==> config.mk <==
export PLATFORM = sky130hd
export DESIGN_NAME = mtlb_ctrl
export DESIGN_NICKNAME = d
export VERILOG_FILES = /design/src/hw/rtl/mips_tlb_address_translate_macros.svh /design/src/hw/rtl/mtlb_pkg.sv /design/src/hw/rtl/mtlb_ctrl.sv
export SDC_FILE = /design/constraint.sdc
export NUM_CORES = 1
export LEC_CHECK = 0
export BUFFER_PORTS_ARGS = -buffer_cell sky130_fd_sc_hd__buf_2
export CORE_AREA = 2 2 187 189
export DETAILED_ROUTE_END_ITERATION = 7
export DIE_AREA = 0 0 189 191
export PLACE_DENSITY = 0.46
export SYNTH_ARGS = -nofsm -noshare
export SYNTH_HDL_FRONTEND = slang
export SYNTH_SLANG_ARGS = --single-unit
==> constraint.sdc <==
create_clock -name clk -period 7.35 [get_ports clk]
set_clock_uncertainty 0.15 [all_clocks]
set_input_delay 1.47 -clock clk [delete_from_list [all_inputs] [get_ports clk]]
set_output_delay 1.47 -clock clk [all_outputs]
set_load 0.05 [all_outputs]
==> src/hw/rtl/mips_tlb_address_translate_macros.svh <==
// Assertion macros shared by the TLB translation block.
`ifndef MIPS_TLB_ADDRESS_TRANSLATE_MACROS_SVH
`define MIPS_TLB_ADDRESS_TRANSLATE_MACROS_SVH

// Check a condition at every clock edge outside reset.
`define MTLB_ASSERT_ALWAYS(lbl, expr, msg) \
  lbl: assert property (@(posedge clk) disable iff (rst) (expr)) else $error(msg);

// Check that a condition implies another in the same cycle.
`define MTLB_ASSERT_SAME(lbl, ante, cons, msg) \
  lbl: assert property (@(posedge clk) disable iff (rst) (ante) |-> (cons)) else $error(msg);

// Check that a condition implies another in the following cycle.
`define MTLB_ASSERT_NEXT(lbl, ante, cons, msg) \
  lbl: assert property (@(posedge clk) disable iff (rst) (ante) |=> (cons)) else $error(msg);

`endif

==> src/hw/rtl/mtlb_pkg.sv <==
// Types, codes and constants of the TLB translation block.
package mtlb_pkg;

  localparam int TLB_ENTRIES_DEF = 64;
  localparam int IDX_FIELD_W     = 6;
  localparam int CFG_DATA_W      = 8;
  localparam int CFG_IDX_W       = 1;

  localparam logic [CFG_IDX_W-1:0] CFG_RUN_ASID    = 1'd0;
  localparam logic [CFG_IDX_W-1:0] CFG_ERROR_LEVEL = 1'd1;

  localparam logic CMD_WRITE = 1'b1;

  localparam logic [31:0] PAGE_MIN_SPAN = 32'h0000_1FFF;

  typedef enum logic [1:0] {
    ST_OK       = 2'd0,
    ST_REFILL   = 2'd1,
    ST_INVALID  = 2'd2,
    ST_MODIFIED = 2'd3
  } status_t;

  typedef enum logic [1:0] {
    S_IDLE,
    S_SCAN,
    S_FINISH
  } ctrl_state_t;

  typedef struct packed {
    logic                   cmd;
    logic [31:0]            vaddr;
    logic                   is_store;
    logic [IDX_FIELD_W-1:0] entry_index;
    logic [31:0]            page_mask;
    logic [31:0]            entry_hi;
    logic [31:0]            entry_lo_even;
    logic [31:0]            entry_lo_odd;
  } in_item_t;

  typedef struct packed {
    logic [31:0] paddr;
    status_t     status;
  } out_item_t;

  typedef struct packed {
    logic [31:0] mask;
    logic [31:0] hi;
    logic [31:0] lo_even;
    logic [31:0] lo_odd;
  } tlb_entry_t;

endpackage

==> src/hw/rtl/mtlb_ctrl.sv <==
// Sequencer: decodes items, scans the entry store and holds the result register.
module mtlb_ctrl import mtlb_pkg::*; #(
  parameter int TLB_ENTRIES = TLB_ENTRIES_DEF,
  parameter int IDX_W       = $clog2(TLB_ENTRIES)
) (
  input  logic             clk,
  input  logic             rst,
  input  logic             in_valid,
  output logic             in_ready,
  input  in_item_t         in_item,
  output logic             out_valid,
  input  logic             out_ready,
  output out_item_t        out_item,
  input  logic [7:0]       run_asid,
  input  logic             error_level,
  output logic             wr_en,
  output logic [IDX_W-1:0] wr_addr,
  output tlb_entry_t       wr_entry,
  output logic [IDX_W-1:0] rd_addr,
  input  tlb_entry_t       rd_entry,
  input  logic             rd_valid
);

  localparam logic [IDX_W-1:0] LAST_IDX = IDX_W'(TLB_ENTRIES - 1);
  localparam logic [8:0]       DEPTH_W9 = 9'(TLB_ENTRIES);

  ctrl_state_t      state, state_next;
  logic [IDX_W-1:0] ptr, ptr_next;
  logic [31:0]      va, va_next;
  logic             store, store_next;
  out_item_t        res, res_next;
  logic             load_out;

  logic [8:0]  idx_wide;
  tlb_entry_t  e;
  logic [31:0] span, cmp, sel, offmask, lo, pa;
  logic        hit, match;
  out_item_t   match_res;

  assign idx_wide = {{(9 - IDX_FIELD_W){1'b0}}, in_item.entry_index};
  assign wr_addr  = idx_wide[IDX_W-1:0];
  assign wr_entry = '{mask:    in_item.page_mask,
                      hi:      in_item.entry_hi,
                      lo_even: in_item.entry_lo_even,
                      lo_odd:  in_item.entry_lo_odd};

  // Evaluate the entry read for the current scan position.
  always_comb begin
    e       = rd_valid ? rd_entry : '0;
    span    = e.mask | PAGE_MIN_SPAN;
    cmp     = ~span;
    hit     = ((va ^ e.hi) & cmp) == 32'd0;
    match   = hit && ((e.lo_even[0] && e.lo_odd[0]) || (e.hi[7:0] == run_asid));
    sel     = (span + 32'd1) >> 1;
    lo      = ((va & sel) != 32'd0) ? e.lo_odd : e.lo_even;
    offmask = sel - 32'd1;
    pa      = ({lo[25:6], 12'd0} & ~offmask) | (va & offmask);
    if (!lo[1]) begin
      match_res = '{paddr: 32'd0, status: ST_INVALID};
    end else if (store && !lo[2]) begin
      match_res = '{paddr: 32'd0, status: ST_MODIFIED};
    end else begin
      match_res = '{paddr: pa, status: ST_OK};
    end
  end

  always_comb begin
    state_next = state;
    ptr_next   = ptr;
    va_next    = va;
    store_next = store;
    res_next   = res;
    in_ready   = 1'b0;
    wr_en      = 1'b0;
    load_out   = 1'b0;
    rd_addr    = ptr + IDX_W'(1);
    case (state)
      S_IDLE: begin
        in_ready = 1'b1;
        rd_addr  = '0;
        if (in_valid) begin
          va_next    = in_item.vaddr;
          store_next = in_item.is_store;
          state_next = S_FINISH;
          if (in_item.cmd == CMD_WRITE) begin
            wr_en    = idx_wide < DEPTH_W9;
            res_next = '{paddr: 32'd0, status: ST_OK};
          end else if (in_item.vaddr[31:30] == 2'b10) begin
            res_next = '{paddr: {3'd0, in_item.vaddr[28:0]}, status: ST_OK};
          end else if (error_level && !in_item.vaddr[31]) begin
            res_next = '{paddr: in_item.vaddr, status: ST_OK};
          end else begin
            ptr_next   = '0;
            state_next = S_SCAN;
          end
        end
      end
      S_SCAN: begin
        if (match) begin
          res_next   = match_res;
          state_next = S_FINISH;
        end else if (ptr == LAST_IDX) begin
          res_next   = '{paddr: 32'd0, status: ST_REFILL};
          state_next = S_FINISH;
        end else begin
          ptr_next = ptr + IDX_W'(1);
        end
      end
      S_FINISH: begin
        if (!out_valid || out_ready) begin
          load_out   = 1'b1;
          state_next = S_IDLE;
        end
      end
      default: begin
        state_next = S_IDLE;
      end
    endcase
  end

  always_ff @(posedge clk) begin
    if (rst) begin
      state     <= S_IDLE;
      out_valid <= 1'b0;
    end else begin
      state <= state_next;
      if (load_out) begin
        out_valid <= 1'b1;
      end else if (out_ready) begin
        out_valid <= 1'b0;
      end
    end
  end

  always_ff @(posedge clk) begin
    ptr   <= ptr_next;
    va    <= va_next;
    store <= store_next;
    res   <= res_next;
    if (load_out) begin
      out_item <= res;
    end
  end

endmodule

Yosys cells after proc, flatten, opt, wreduce, memory -nomap -nowiden

Cells that the tools add are included.

Mux-type cells: 35
$add $sub $neg: 3
Reduce and logical (&&, ||, !) cells: 18
Bitwise gates (word level): 8
Equality and inequality tests: 14
Order comparisons: 1

Operators with widths:

| operator              | count |
|---|---|
| $mux 34               | 8 |
| $mux 128              | 1 |
| $and 32x32->32        | 3 |
| $pmux 34 s2           | 1 |
| $not 32->32           | 2 |
| $mux 6                | 7 |
| $add 32x1->32 const B | 1 |
| $and 32x31->32        | 1 |
| $logic_not 32->1      | 1 |
| $or 32x32->32         | 1 |
| $reduce_bool 32->1    | 1 |
| $sub 31x1->32 const B | 1 |
| $xor 32x32->32        | 1 |
| $mux 26               | 1 |
| $mux 2                | 7 |
| $ne 2x2->1 const B    | 7 |
| $pmux 6 s2            | 1 |
| $eq 8x8->1            | 1 |
| $mux 1                | 8 |
| $lt 6x7->1 const B    | 1 |
| $reduce_and 7->1      | 1 |
| $add 6x1->6 const B   | 1 |
| $eq 6x6->1 const B    | 1 |
| $pmux 2 s3            | 1 |
| other kinds (12)      | 20 |

Logic and storage cells: 88
Bits of input ports: 310
Bits in registers: 110

Longest topological paths before layout

Gate-level depths: netlist of the first run.

Depth after elaboration: 11
Mapped depth: 20

Least setup slack after synthesis of the first run

OpenSTA, ideal clock, no wires.

Path kind: input port to flip-flop
Start: in rd_valid
End: reg res[0] (netlist bit), enable pin
Setup slack: 1.088 ns
Stages: 12
Arrival: 5.644 ns
Setup time: 0.468 ns
Path through: buf_4 buf_2 buf_2 buf_2 nand3b_1 a21oi_1 or4_1 nor4_1 and4_1 nand2b_1 a31oi_1 nor3_1

Cells in the longest elaborated chain, start to end: 7
Elaborated cells on any way between the ends: 11

Ends and longest elaborated chain:

| element                                              | line                             | RTL |
|---|---|---|
| from (decl)                                          | mtlb_ctrl.sv:21                  | `input logic rd_valid` |
| $mux 128 *                                           | mtlb_ctrl.sv:49                  | `e = rd_valid ? rd_entry : '0;` |
| $xor 32x32->32 / $not 32->32 (equally long branches) | mtlb_ctrl.sv:52, mtlb_ctrl.sv:51 |  |
| $and 32x32->32                                       | mtlb_ctrl.sv:52                  | `hit = ((va ^ e.hi) & cmp) == 32'd0;` |
| $logic_not 32->1                                     | mtlb_ctrl.sv:52                  |  |
| $logic_and 1x1->1 *                                  | mtlb_ctrl.sv:53                  | `match = hit && ((e.lo_even[0] && e.lo_odd[0]) \|\| (e.hi[7:0] == run_asid));` |
| $ne 3x3->1 (no source line) *                        | n/a                              |  |
| $reduce_and 4->1 (no source line) *                  | n/a                              |  |
| to (signal assigned)                                 | mtlb_ctrl.sv:139                 | `res <= res_next;` |
| to (decl)                                            | mtlb_ctrl.sv:31                  | `out_item_t res, res_next;` |

Every way passes the cells marked *; elsewhere a longest branch is shown, timed or not.
A chain may end at the register's enable or synchronous reset.

==> flow_metrics.env, run 1 <==
export IMPL_required_ps=7300
export IMPL_ys_seq_area_share_pct=43.5
export IMPL_synth_fp_nets=1030
export IMPL_ant_nets=0
export IMPL_cp_top_family="simple AND/OR/NAND/NOR gates"
export IMPL_arrival_ps=5690
export IMPL_fillers=3675
export IMPL_finalWeightedCongestion=0.845
export IMPL_worst_path_buf_inv=3
export IMPL_post_cts_buffers=0
export IMPL_critPathCaptureType="flip-flop"
export IMPL_clock_sinks=110
export IMPL_dp_slack_ps=1270
export IMPL_synth_largest_area_cell="edfxtp_1"
export IMPL_worst_pin_slew_ps=1020
export IMPL_critPathKind="input port to flip-flop"
export IMPL_grt_pass1_vias=5495
export IMPL_die_h_um=191
export IMPL_use_met1_pct=15.6
export IMPL_p_sw_uw=475
export IMPL_ys_seq_elements=110
export IMPL_dr_pass1_iters=4
export IMPL_r2r_start="va[13]$_DFFE_PP_"
export IMPL_track_usage_pct=12.7
export IMPL_cp_startpoint="rd_valid"
export IMPL_viasPerCell=4.60
export IMPL_max_freq_ghz=0.174
export IMPL_rsz0062_at_grt="no"
export IMPL_postCtsHoldBufs=0
export IMPL_drv_cap=0
export IMPL_ys_flop_type="edfxtp_1"
export IMPL_p_per_area_nw_per_um2=191
export IMPL_route_detailed_drc=0
export IMPL_grt_pass1_wl_um=34200
export IMPL_rows=68
export IMPL_drt_wl_total_um=23600
export IMPL_maxSlewViolCount=0
export IMPL_ff2ff_setup_slack_ps=3520
export IMPL_start_util_pct=22.1
export IMPL_slowest_delay_ps=540
export IMPL_critPathSlowestCell="or4b_4"
export IMPL_netlist_instances=718
export IMPL_netlist_area_leader_share_pct=42.7
export IMPL_internal_power_uw=1100
export IMPL_synth_edf_count=107
export IMPL_dr_first_iter_drc_count=331
export IMPL_hold_viol=0
export IMPL_cts_resized=0
export IMPL_clk_path_buf_depth=2
export IMPL_io_pins=487
export IMPL_yosysWarningCount=0
export IMPL_vias=5611
export IMPL_antenna_found_initial=14
export IMPL_cts_tree="yes"
export IMPL_clk_pin_slew_worst_paths_ps=80
export IMPL_layout_drive_gt1_share_pct=31.3
export IMPL_hold_path_class="flip-flop to flip-flop"
export IMPL_peakVddDrop_mv=0.115
export IMPL_grt_overflow_total=0
export IMPL_numCtsBuffers=9
export IMPL_max_slew_margin_pct=31.8
export IMPL_ys_top_cells_by_count="buf_4 (138), edfxtp_1 (107), nand2_1 (39)"
export IMPL_critPathMaxFanout=12
export IMPL_synthArstFlopShare_pct=0
export IMPL_core_um2=34100
export IMPL_dpl_cell_area_um2=7900
export IMPL_finalNetCount=1065
export IMPL_combinationalPowerShare_pct=19.2
export IMPL_wl_per_cell_um=19.3
export IMPL_clock_latency_ps=350
export IMPL_setup_tns_ps=0
export IMPL_switching_share_pct=30.2
export IMPL_layout_setup_ws_ps=1610
export IMPL_synth_avg_cell_area_um2=10.5
export IMPL_start_kind="input port"
export IMPL_dp_hpwl_um=18600
export IMPL_synth_cell_types=70
export IMPL_period_needed_ps=5740
export IMPL_p_total_uw=1570
export IMPL_die_area_um2=36100
export IMPL_grt_max_degree=42
export IMPL_timing_hold_worst_start="res[33]$_DFFE_PP_"
export IMPL_fin_crit_sh_pct=78.1
export IMPL_final_area_um2=8230
export IMPL_status="complete, no violations"
export IMPL_p_clk_share_pct=31.8
export IMPL_synth_area_top_cells="edfxtp_1 (43%), buf_4 (14%), mux2i_1 (3.7%), a22o_1 (3.6%), xnor2_1 (3.0%)"
export IMPL_area_growth_pct=9.36
export IMPL_htreeDepth=3
export IMPL_top_usage_layer="met2"
export IMPL_seq_power_share_pct=49.0
export IMPL_use_met3_pct=3.97
export IMPL_crit_path_cell_trace="buf_2 > nand2_1 > inv_1 > ha_1 > nand2_1 > o31a_1 > o211ai_1 > o2111ai_1 > or4b_4 > nor3_4 > buf_4 > mux2_1 > mux2_1 > a22o_1"
export IMPL_cts_root_buf="clkbuf_16"
export IMPL_syn_cell_area_um2=7520
export IMPL_use_met2_pct=20.0
export IMPL_die_width_um=189
export IMPL_leakagePower_uw=0.00300
export IMPL_post_synth_top_count_cell="buf_4"
export IMPL_finalSetupViolCount=0
export IMPL_io_buffers=182
==> layout make-up <==
type	count	area, µm²	area share [%]
Sequential cell	110	3270	39.8
Multi-Input combinational cell	430	3040	37.0
Timing Repair Buffer	191	978	11.9
Tap cell	455	569	6.92
Clock buffer	9	225	2.74
Clock inverter	7	80.1	0.973
Inverter	11	41.3	0.502
Antenna cell	8	20.0	0.243
==> kinds of logic after synthesis <==
group,synth area share [%]
and+or+nand+nor,15.8
buffers and inverters,16.3
AOI/OAI and AO/OA,14.6
DFF,43.5
muxes,5.52
xor gates and xnor gates,3.96
adders and majority gates,0.333
==> sequential cells by signal, indices dropped and copies added (netlist names) <==
name       flops
state          2
store          1
out_valid      1
res           34
out_item      34
va            32
ptr            6
==> placed cells by master (no fill, tap or decap), types with 3 or more instances in the layout <==
cell and instances:
diode_2 8, nand2_1 39, xor2_1 8, mux2_2 5
a2bb2oi_1 5, or2_2 3, and2_1 3, nor2b_1 14
o41ai_1 3, o21ai_0 17, mux2i_1 28, nor3_2 3
o31a_1 5, o21ai_1 9, buf_2 182, o21a_1 6
or3_1 5, mux2_1 7, xnor2_1 26, a21oi_1 22
edfxtp_1 107, a22o_1 31, nand4_1 7, nor4_1 13
nand2b_1 14, nand3b_1 9, dfxtp_1 3, inv_1 11
nor4bb_1 5, nand3_1 23, o31ai_1 9, buf_4 9
nor2_1 29, and3_1 9, nor3_1 6, clkbuf_16 9
a31oi_1 10, o22ai_1 8
==> power by group through the flow <==
stage / registers, µW / clock network [µW] / logic [µW]
final: 770 / 500 / 301
after global routing: 776 / 537 / 328
after CTS: 771 / 519 / 306
after detailed placement: 785 / 0 / 305
after global placement: 785 / 0 / 303
after floorplan: 816 / 0 / 350
==> stage by stage <==
step | hold WS, ps | std cells | utilization [%]
after floorplan | 250 | 718 | -
after global placement | 251 | 1197 | 23.2
after detailed placement | 255 | 1197 | 23.2
after CTS | 267 | 1213 | 24.1
after global routing | 284 | 1217 | 24.1
final | 269 | 1221 | 24.1
==> per-layer routing <==
layer / wire (µm) / share of wire, %
met1: 10100 / 43
met5: 73 / 0.31
met3: 1760 / 7.5
met4: 986 / 4.2
met2: 10700 / 45
==> worst paths after layout <==
| check | to | cells past startpoint |
|---|---|---|
| setup reg to reg | res[25]$_DFFE_PP_ | 8 |
| setup / recovery | res[25]$_DFFE_PP_ | 14 |
| hold reg to reg | out_item[33]$_DFFE_PP_ | 0 |
| hold / removal | out_item[33]$_DFFE_PP_ | 0 |
(Power assumes the default switching activity.)
==> inputs of run 2 (changes only) <==
Clock period 7.35 ns to 5.8 ns, I/O delays scaled along.
==> run 2 against run 1 <==
Compared with the run above: combinational power up 27%; die area unchanged; cell area about the same; largest power group unchanged; count of clock-buffer cells in the layout unchanged; via count down 1.6%; final cell count down 0.25%; sequential power up 27%; hold slack worse by 4.3 ps; first-iteration DRC count down 15%; critical path depth up 1; core utilization about the same; routed wire length up 0.45%.
==> flow_metrics.env, run 2 (synthesis results as in run 1) <==
export IMPL_grt_overflow_total=0
export IMPL_grt_pass1_wl_um=34400
export IMPL_layout_drive_gt1_share_pct=31.1
export IMPL_peakVddDrop_mv=0.136
export IMPL_finalNetCount=1065
export IMPL_start_kind="input port"
export IMPL_hold_path_class="flip-flop to flip-flop"
export IMPL_finalWeightedCongestion=0.848
export IMPL_top_regs="out_item (34), res (34), va (32)"
export IMPL_dp_slack_ps=537
export IMPL_fin_crit_sh_pct=83.0
export IMPL_layout_setup_ws_ps=984
export IMPL_io_pins=487
export IMPL_period_needed_ps=4820
export IMPL_p_total_uw=1970
export IMPL_htreeDepth=3
export IMPL_arrival_ps=4870
export IMPL_cts_root_buf="clkbuf_16"
export IMPL_fin_util_pct=24.1
export IMPL_clk_path_buf_depth=2
export IMPL_ant_nets=0
export IMPL_clk_pin_slew_worst_paths_ps=80
export IMPL_grt_pass1_vias=5351
export IMPL_setup_tns_ps=0
export IMPL_track_usage_pct=12.8
export IMPL_dr_pass1_iters=5
export IMPL_post_cts_buffers=0
export IMPL_p_per_area_nw_per_um2=240
export IMPL_critPathCaptureType="flip-flop"
export IMPL_core_um2=34100
export IMPL_hold_viol=0
export IMPL_antenna_found_initial=11
export IMPL_layout_common_cells="buf_2 (182), edfxtp_1 (107), nand2_1 (39)"
export IMPL_die_area_um2=36100
export IMPL_die_h_um=191
export IMPL_maxSlewViolCount=0
export IMPL_clock_sinks=110
export IMPL_viasPerCell=4.53
export IMPL_area_growth_pct=9.34
export IMPL_dr_first_iter_drc_count=280
export IMPL_wl_per_cell_um=19.5
export IMPL_fillers=3652
export IMPL_start_util_pct=22.1
export IMPL_grt_max_degree=42
export IMPL_drv_cap=0
export IMPL_rows=68
export IMPL_critPathKind="input port to flip-flop"
export IMPL_io_buffers=182
export IMPL_required_ps=5860
export IMPL_worst_pin_slew_ps=1010
export IMPL_max_slew_margin_pct=32.7
export IMPL_max_freq_ghz=0.208
export IMPL_clock_latency_ps=360
export IMPL_cts_tree="yes"
export IMPL_final_common_cell="buf_2"
export IMPL_numCtsBuffers=9
export IMPL_postCtsHoldBufs=0
export IMPL_route_detailed_drc=0
export IMPL_critPathMaxFanout=31
export IMPL_status="complete, no violations"
export IMPL_min_delay_path_depth=0
export IMPL_cts_resized=0
export IMPL_finalSetupViolCount=0
export IMPL_drt_wl_total_um=23700
export IMPL_vias=5522
export IMPL_r2r_cells=9
export IMPL_dp_hpwl_um=18700
export IMPL_worst_hold_slack_ps=264
export IMPL_die_width_um=189
export IMPL_leakagePower_uw=0.00299
export IMPL_rsz0062_at_grt="no"
## run 2: routing by layer
layer	wire length, µm	share of wire, %	GRT usage (%)
met1	10300	43	16.0
met2	11000	46	21.1
met3	1770	7.5	3.67
met4	582	2.5	4.63
met5	46	0.19	0
## run 2: cell type report
| type | instances | area [µm²] | share of cell area, % |
|---|---|---|---|
| antenna | 5 | 12.5 | 0.152 |
| clock inverter | 7 | 67.6 | 0.821 |
| tap | 455 | 569 | 6.92 |
| clock buffer | 9 | 225 | 2.74 |
| inverter | 11 | 41.3 | 0.502 |
| timing repair buffer | 191 | 991 | 12.0 |
| multi-input combinational | 430 | 3050 | 37.0 |
| sequential | 110 | 3270 | 39.8 |
## run 2: final timing paths
check / end / slack, ps / start
setup / recovery: res[18]$_DFFE_PP_ / 980 / rd_valid
hold / removal: out_item[31]$_DFFE_PP_ / 260 / res[31]$_DFFE_PP_
setup reg to reg: res[18]$_DFFE_PP_ / 2470 / va[13]$_DFFE_PP_
hold reg to reg: out_item[31]$_DFFE_PP_ / 260 / res[31]$_DFFE_PP_
## run 2: power by group
group          switching (µW)  internal [µW]  leakage, µW
Sequential               30.5            946      0.00105
Combinational             250            133      0.00181
Clock                     313            302     0.000140
Total                     593           1380      0.00299
## run 2: metrics by stage
step	instances	cell area, µm²
2_1_floorplan	718	7530
3_3_place_gp	1197	7920
3_5_place_dp	1197	7920
4_1_cts	1213	8220
5_1_grt	1213	8220
6_report	1218	8230
## run 2: worst max-delay path, cell delays in order
cell	delay (ps)
buf_2	240
nand2_1	120
inv_1	70
ha_1	390
nand3_1	270
o31a_1	380
o21ai_1	180
o2111ai_1	130
or4b_4	530
nor3_4	130
buf_4	280
mux2_2	410
nor2_2	140
buf_12	200
a22o_1	190
